[config.mk]
export PLATFORM = sky130hd
export DESIGN_NAME = slc_front
export DESIGN_NICKNAME = d
export VERILOG_FILES = /design/src/hw/rtl/slc_pkg.sv /design/src/hw/rtl/slc_front.sv
export SDC_FILE = /design/constraint.sdc
export NUM_CORES = 1
export LEC_CHECK = 0
export BUFFER_PORTS_ARGS = -buffer_cell sky130_fd_sc_hd__clkbuf_2
export CORE_AREA = 2 2 106 108
export DETAILED_ROUTE_END_ITERATION = 8
export DIE_AREA = 0 0 108 110
export MAX_ROUTING_LAYER = met4
export PLACE_DENSITY_LB_ADDON = 0.05
export REMOVE_ABC_BUFFERS = 1
export SLEW_MARGIN = 20
export SYNTH_ARGS = -nofsm -noshare
export SYNTH_HDL_FRONTEND = slang
export SYNTH_SLANG_ARGS = --single-unit
[constraint.sdc]
create_clock -name i_clk -period 7.13 [get_ports i_clk]
set_clock_uncertainty 0.2 [all_clocks]
set_input_delay 1.7825 -clock i_clk [delete_from_list [all_inputs] [get_ports i_clk]]
set_output_delay 1.7825 -clock i_clk [all_outputs]
set_load 0.05 [all_outputs]
[src/hw/rtl/slc_pkg.sv]
// Shared types and constants of the set-associative LRU cache lookup block.
`default_nettype none
package slc_pkg;
    localparam int WAYS_DEF        = 16;
    localparam int SET_BITS_DEF    = 11;
    localparam int OFFSET_BITS_DEF = 6;
    localparam int ADDR_W          = 64;
    localparam int THR_W           = 8;
    localparam int CNT_W           = 32;
    localparam int IN_TDATA_W      = 72;
    localparam int OUT_TDATA_W     = 144;

    // One queued access.
    typedef struct packed {
        logic [ADDR_W-1:0] addr;
        logic [THR_W-1:0]  thread;
    } t_req;
endpackage
`default_nettype wire

[src/hw/rtl/slc_front.sv]
// Front end: accepts accesses and holds them in a two-entry queue for the back end.
`default_nettype none
module slc_front (
    input  wire logic                             i_clk,
    input  wire logic                             i_rst_n,
    input  wire logic                             i_clr_done,
    input  wire logic                             s_axis_tvalid,
    output logic                                  s_axis_tready,
    input  wire logic [slc_pkg::IN_TDATA_W-1:0]   s_axis_tdata,
    output logic                                  o_req_valid,
    output slc_pkg::t_req                         o_req,
    input  wire logic                             i_req_take
);
    import slc_pkg::*;

    t_req       r_q [2];
    logic       r_wr_ptr;
    logic       r_rd_ptr;
    logic [1:0] r_cnt;
    logic       push;
    logic       pop;

    // Accept only once the tag store is cleared and a slot is free
    assign s_axis_tready = i_clr_done && (r_cnt != 2'd2);
    assign push          = s_axis_tvalid && s_axis_tready;
    assign pop           = i_req_take && (r_cnt != 2'd0);
    assign o_req_valid   = (r_cnt != 2'd0);
    assign o_req         = r_q[r_rd_ptr];

    // Store incoming transfer
    always_ff @(posedge i_clk) begin
        if (push) begin
            r_q[r_wr_ptr].thread <= s_axis_tdata[THR_W-1:0];
            r_q[r_wr_ptr].addr   <= s_axis_tdata[THR_W+ADDR_W-1:THR_W];
        end
    end

    // Advance pointers and occupancy
    always_ff @(posedge i_clk) begin
        if (!i_rst_n) begin
            r_wr_ptr <= 1'b0;
            r_rd_ptr <= 1'b0;
            r_cnt    <= 2'd0;
        end else begin
            if (push) r_wr_ptr <= ~r_wr_ptr;
            if (pop)  r_rd_ptr <= ~r_rd_ptr;
            if (push && !pop)      r_cnt <= r_cnt + 2'd1;
            else if (pop && !push) r_cnt <= r_cnt - 2'd1;
        end
    end
endmodule
`default_nettype wire

==> flow_summary.ini, run 1 <==
[status]
status = completed

[global_routing]
grt_max_degree = 73
grt_util_all_layers_pct = 16.4
grt_pass1_vias = 2800
antenna_found_initial = 0
grt_overflow = 0
grt_pass1_wl_mm = 13.7

[route]
post-route-drc-count = 0
drtIter0Drc = 100
wirelength_mm = 9.16
ant_nets = 0
vias_per_cell = 4.94
avgRoutedWirePerCell_um = 16.2
first_pass_iters = 4
vias = 2792

[floorplan]
start_util_pct = 50.7
core_um2 = 10700
dieWidth_um = 108
chipHeight_um = 110
ios = 151
std_cell_rows = 38
dieArea_um2 = 11900

[setup_path]
critPathRequiredTime_ns = 5.15
r2r_end = r_q[0][24]
cp.arrival_ns = 2.24
cpPeakStageDelay_ns = 0.27
slowest_stage = clkbuf_2
crit_chain = clkbuf_2 > and2_1 > clkbuf_2
r2r-start = r_cnt[0]
setup.worst_path.class = primary input to primary output
worstPathMaxFanout = 2
cp-end-kind = primary output
r2r_slack_ns = 4.64
crit_path_frequent_cell = clkbuf_2
start_kind = primary input
ff2ff_path_depth = 5

[cts]
clock_latency_ns = 0.51
cts_resized = 0
cts_hold_buf = 0
cts.path.max_buffers = 2
numClockSinks = 149
clk_pin_slew_ns = 0.06
root_buffer = clkbuf_8
numCtsBuffers = 17
htreeDepth = 4
cts_setup_buffers = 0
cts_tree = yes

[timing]
rsz0062_at_grt = false
setup_tns_ns = 0
worst_slack_ns = 2.91
tightest_slew_ns = 1.00
setup_violations = 0
fmax_mhz = 237
finalCritPeriodShare_pct = 59.2
hold_violations = 0
relSlewSlack_pct = 33.1
drv_slew = 0
fin_crit_ns = 4.22

[layout]
nets = 490
ff_latch_area_um2 = 4430
diodes = 0
drive_gt1_share_pct = 60.2
multiInputGateArea_um2 = 960
areaGrowthSynthToFinish_pct = 28.4
fillers = 795

[synth]
synth_top_area_share_pct = 79.8
synth_area_um2 = 5420
synth_warnings = 0
ys_seq_elements = 149
synthAdderAreaFrac_pct = 0.231
synthXorXnorAreaFrac_pct = 0.485
post_synth.cell_area_avg_um2 = 21.8
synth_top_family_by_area = multiplexers
synthTopCellsByArea = edfxtp_1, mux2_2, dfxtp_1
yosysTopAreaCell = edfxtp_1
synthMuxAreaShare_pct = 15.1
synthCells = 249
ys_seq_area_share_pct = 81.6
yosysUniqueCellTypes = 19
synth-simple-area-share_pct = 1.34
synth-compound-area-share_pct = 0.323

[worst_hold_path]
min_to = r_cnt[1]
holdPathStages = 2
hp-class = flip-flop to flip-flop
min_from = r_cnt[1]

[pwr]
power_density_nw_per_um2 = 411
max-vdd-ir-drop_mv = 0.284
leakagePower_nw = 2.62

[place]
io_buffers = 150
place_ws_ns = 2.89
gp_congestion = 0.733

[run]
cap_violations = 0
-- where the power goes --
group,switching (mW),internal (mW),total [mW]
clock network,0.324,0.595,0.918
logic,0.570,0.247,0.817
registers,0.0784,1.05,1.12
total,0.972,1.89,2.86
-- metrics by stage --
stage	instances	hold slack [ns]	power (mW)	instance area (um^2)	utilization, %
after floorplan	241	0.251	1.78	5370	-
after global placement	532	0.296	1.96	6320	59.1
after detailed placement	532	0.312	1.97	6320	59.1
after CTS	564	0.320	2.89	6940	64.9
after global routing	565	0.365	2.97	6960	65.1
final	565	0.323	2.86	6960	65.1
-- cell type report --
cell class,count,area share (%)
flip-flops and latches,149,63.6
multi-input cells,92,13.8
repair buffers,152,11.2
clock buffers,23,6.71
well taps,140,2.52
clock inverters,9,2.18
-- cell usage after synthesis --
master and n:
or3_1 1, nand2b_1 2, o21ai_1 1, mux2i_1 1
and2_1 5, edfxtp_1 144, ha_1 1, buf_2 5
a21boi_1 1, xor2_1 1, mux2_2 72, nor2b_1 1
xnor2_1 2, or2_2 1, buf_4 3, nand2_1 1
dfxtp_1 5, o21ai_0 1, and3_1 1
-- cell usage in the layout (no fill, tap or decap), types with 2 or more instances in the layout --
cell type,instances
clkbuf_1,3
clkbuf_8,4
clkbuf_16,16
clkinvlp_4,3
edfxtp_1,144
dfxtp_1,4
bufinv_16,4
xnor2_1,2
nand2b_1,2
and2_1,4
mux2_2,72
clkbuf_2,150
-- worst max-delay path: cells and delay by family --
kind,cells,cell delay [ns]
buffers and inverters,2,0.35
and+or+nand+nor,1,0.11
-- routing by layer --
metal | vias to the layer above | track usage [%] | share of wire [%]
li1 | 1314 | - | -
met1 | 1363 | 19.4 | 41
met4 | 0 | 7.60 | 1.6
met5 | - | - | 0
met2 | 101 | 25.3 | 49
met3 | 14 | 5.88 | 7.7
-- sequential cells by signal, indices dropped and copies added, names as in the netlist, named ones only --
signal and cells:
r_rd_ptr 1, r_q 144, r_wr_ptr 1, r_cnt 2
-- cells by family (layout without fill, tap and decap cells) --
logic type / after synthesis / in the layout
simple gates: 12 / 12
mux: 73 / 73
flops: 149 / 149
fa+ha+maj: 1 / 1
compound gates: 3 / 3
xor+xnor: 3 / 3
buf+inv: 8 / 184
-- worst max path at each step --
stage / start / to / slack [ns]
2_1_floorplan: s_axis_tvalid / r_q[0][0] / 1.22
3_3_place_gp: i_clr_done / r_q[0][60] / 2.89
3_5_place_dp: i_clr_done / r_q[0][63] / 2.89
4_1_cts: flip-flop / o_req[13] / 2.88
5_1_grt: flip-flop / o_req[13] / 2.80
6_report: i_clr_done / s_axis_tready / 2.91
Power figures use the tool's default switching activity.
==> inputs of run 2 (changes only) <==
clock period = 4.11 ns   (was 7.13 ns; I/O delays follow)
==> run 2 against run 1 <==
  * Sequential power rose by 74%
  * Global-route usage rose by 0.13 points
  * Clock power rose by 72%
  * Critical path depth fell by 1
  * Combinational power rose by 74%
  * Highest routed layer unchanged
  * Register-to-register slack got worse by 2.8 ns
  * Wire length rose by 1.8%
  * Design area barely moved
  * Cell count rose by 0.18%
  * Via count fell by 0.79%
  * Die area did not move
  * Non-clock buffer count rose by 1
==> flow_summary.ini, run 2 (synthesis results as in run 1) <==
[place]
placed_cell_area_um2 = 6350
gp_congestion = 0.707
place_ws_ns = 1.17
place.detailed.hpwl_mm = 5.92
io_buffers = 150
place_inst = 534

[setup_path]
path_buf_inv = 1
critPathRequiredTime_ns = 2.88
cp-end-kind = primary output
cp.arrival_ns = 2.21
r2r_end = r_q[1][19]
ff2ff_path_depth = 4
r2r-start = r_cnt[0]
start_kind = flip-flop
cpPeakStageDelay_ns = 1.00
worstPathMaxFanout = 72
slowest_stage = dfxtp_4
cp_top_family = flip-flops
crit_chain = mux2_2 > clkbuf_2
setup.worst_path.class = flip-flop to primary output
r2r_slack_ns = 1.87

[route]
drtIter0Drc = 130
avgRoutedWirePerCell_um = 16.5
vias_per_cell = 4.89
vias = 2770
wirelength_mm = 9.32
post-route-drc-count = 0
first_pass_iters = 4
ant_nets = 0

[timing]
setup_violations = 0
rsz0062_at_grt = false
hold_slack_ns = 0.328
hold_violations = 0
fin_crit_ns = 3.44
worst_slack_ns = 0.668
setup_tns_ns = 0
drv_slew = 0
fmax_mhz = 291
finalCritPeriodShare_pct = 83.7
tightest_slew_ns = 0.981
relSlewSlack_pct = 34.6

[status]
status = completed

[floorplan]
dieWidth_um = 108
core_um2 = 10700
std_cell_rows = 38
start_util_pct = 50.7
dieArea_um2 = 11900
ios = 151
chipHeight_um = 110

[cts]
cts_resized = 0
cts_setup_buffers = 0
numClockSinks = 149
cts_tree = yes
clk_pin_slew_ns = 0.06
numCtsBuffers = 17
cts.path.max_buffers = 2
htreeDepth = 4
clock_latency_ns = 0.51
cts_hold_buf = 0
root_buffer = clkbuf_8

[layout]
final_util_pct = 65.0
mostFrequentLayoutCell = clkbuf_2
ff_latch_area_um2 = 4430
multiInputGateArea_um2 = 960
final_cell_mix = clkbuf_2, edfxtp_1, mux2_2, clkbuf_16, bufinv_16
top_register = r_q
drive_gt1_share_pct = 59.9
fillers = 775
reg_top3 = r_q x144, r_cnt x2
areaGrowthSynthToFinish_pct = 28.3
final_area_um2 = 6960
diodes = 0
nets = 491
largest_reg_flops = 144
instances_no_fill = 566

[pwr]
p_comb_share_pct = 28.6
fin_total_pwr_mw = 4.95
clkPwrFrac_pct = 31.9
p_int_mw = 3.28
leakagePower_nw = 2.62
switching_share_pct = 33.8
power_density_nw_per_um2 = 712
pwr-share-seq_pct = 39.5
max-vdd-ir-drop_mv = 0.362
p_sw_mw = 1.67

[run]
cap_violations = 0

[worst_hold_path]
hp-class = flip-flop to flip-flop
min_to = r_wr_ptr
holdPathStages = 2
min_from = r_wr_ptr

[global_routing]
antenna_found_initial = 0
grt_pass1_wl_mm = 13.7
grt_overflow = 0
grt_max_degree = 73
grt_pass1_vias = 2764
grt_util_all_layers_pct = 16.5
[run 2: routing by layer]
metal	track usage, %	share of wire, %
met2	27.2	51
met3	5.23	6.1
met4	6.32	0.90
met5	-	0
met1	19.1	42
[run 2: final cells by class]
cell class / instances / area share (%)
Timing Repair Buffer: 153 / 11.3
Multi-Input combinational cell: 92 / 13.8
Clock buffer: 20 / 6.11
Tap cell: 140 / 2.52
Clock inverter: 12 / 2.64
Sequential cell: 149 / 63.6
[run 2: worst max-delay path by stage]
| stage | depth (start not counted) | start | slack [ns] | to |
|---|---|---|---|---|
| after floorplan | 2 | s_axis_tvalid | -1.05 | r_q[0][0] |
| after global placement | 2 | flip-flop | 1.16 | o_req[46] |
| after detailed placement | 2 | flip-flop | 1.17 | o_req[46] |
| after CTS | 2 | flip-flop | 0.61 | o_req[46] |
| after global routing | 2 | flip-flop | 0.54 | o_req[51] |
| final | 2 | flip-flop | 0.67 | o_req[53] |
[run 2: tightest hold or removal path: stages (launching register included)]
cell and delay [ns]:
dfxtp_1 0.35, nand2_1 0.07, mux2i_1 0.06
[run 2: power by group through the flow]
stage,registers [mW],clock network (mW),logic [mW]
4_1_cts,1.96,1.61,1.43
5_1_grt,1.98,1.68,1.48
3_5_place_dp,1.99,0,1.43
2_1_floorplan,1.95,0,1.15
6_report,1.95,1.58,1.42
3_3_place_gp,1.99,0,1.42
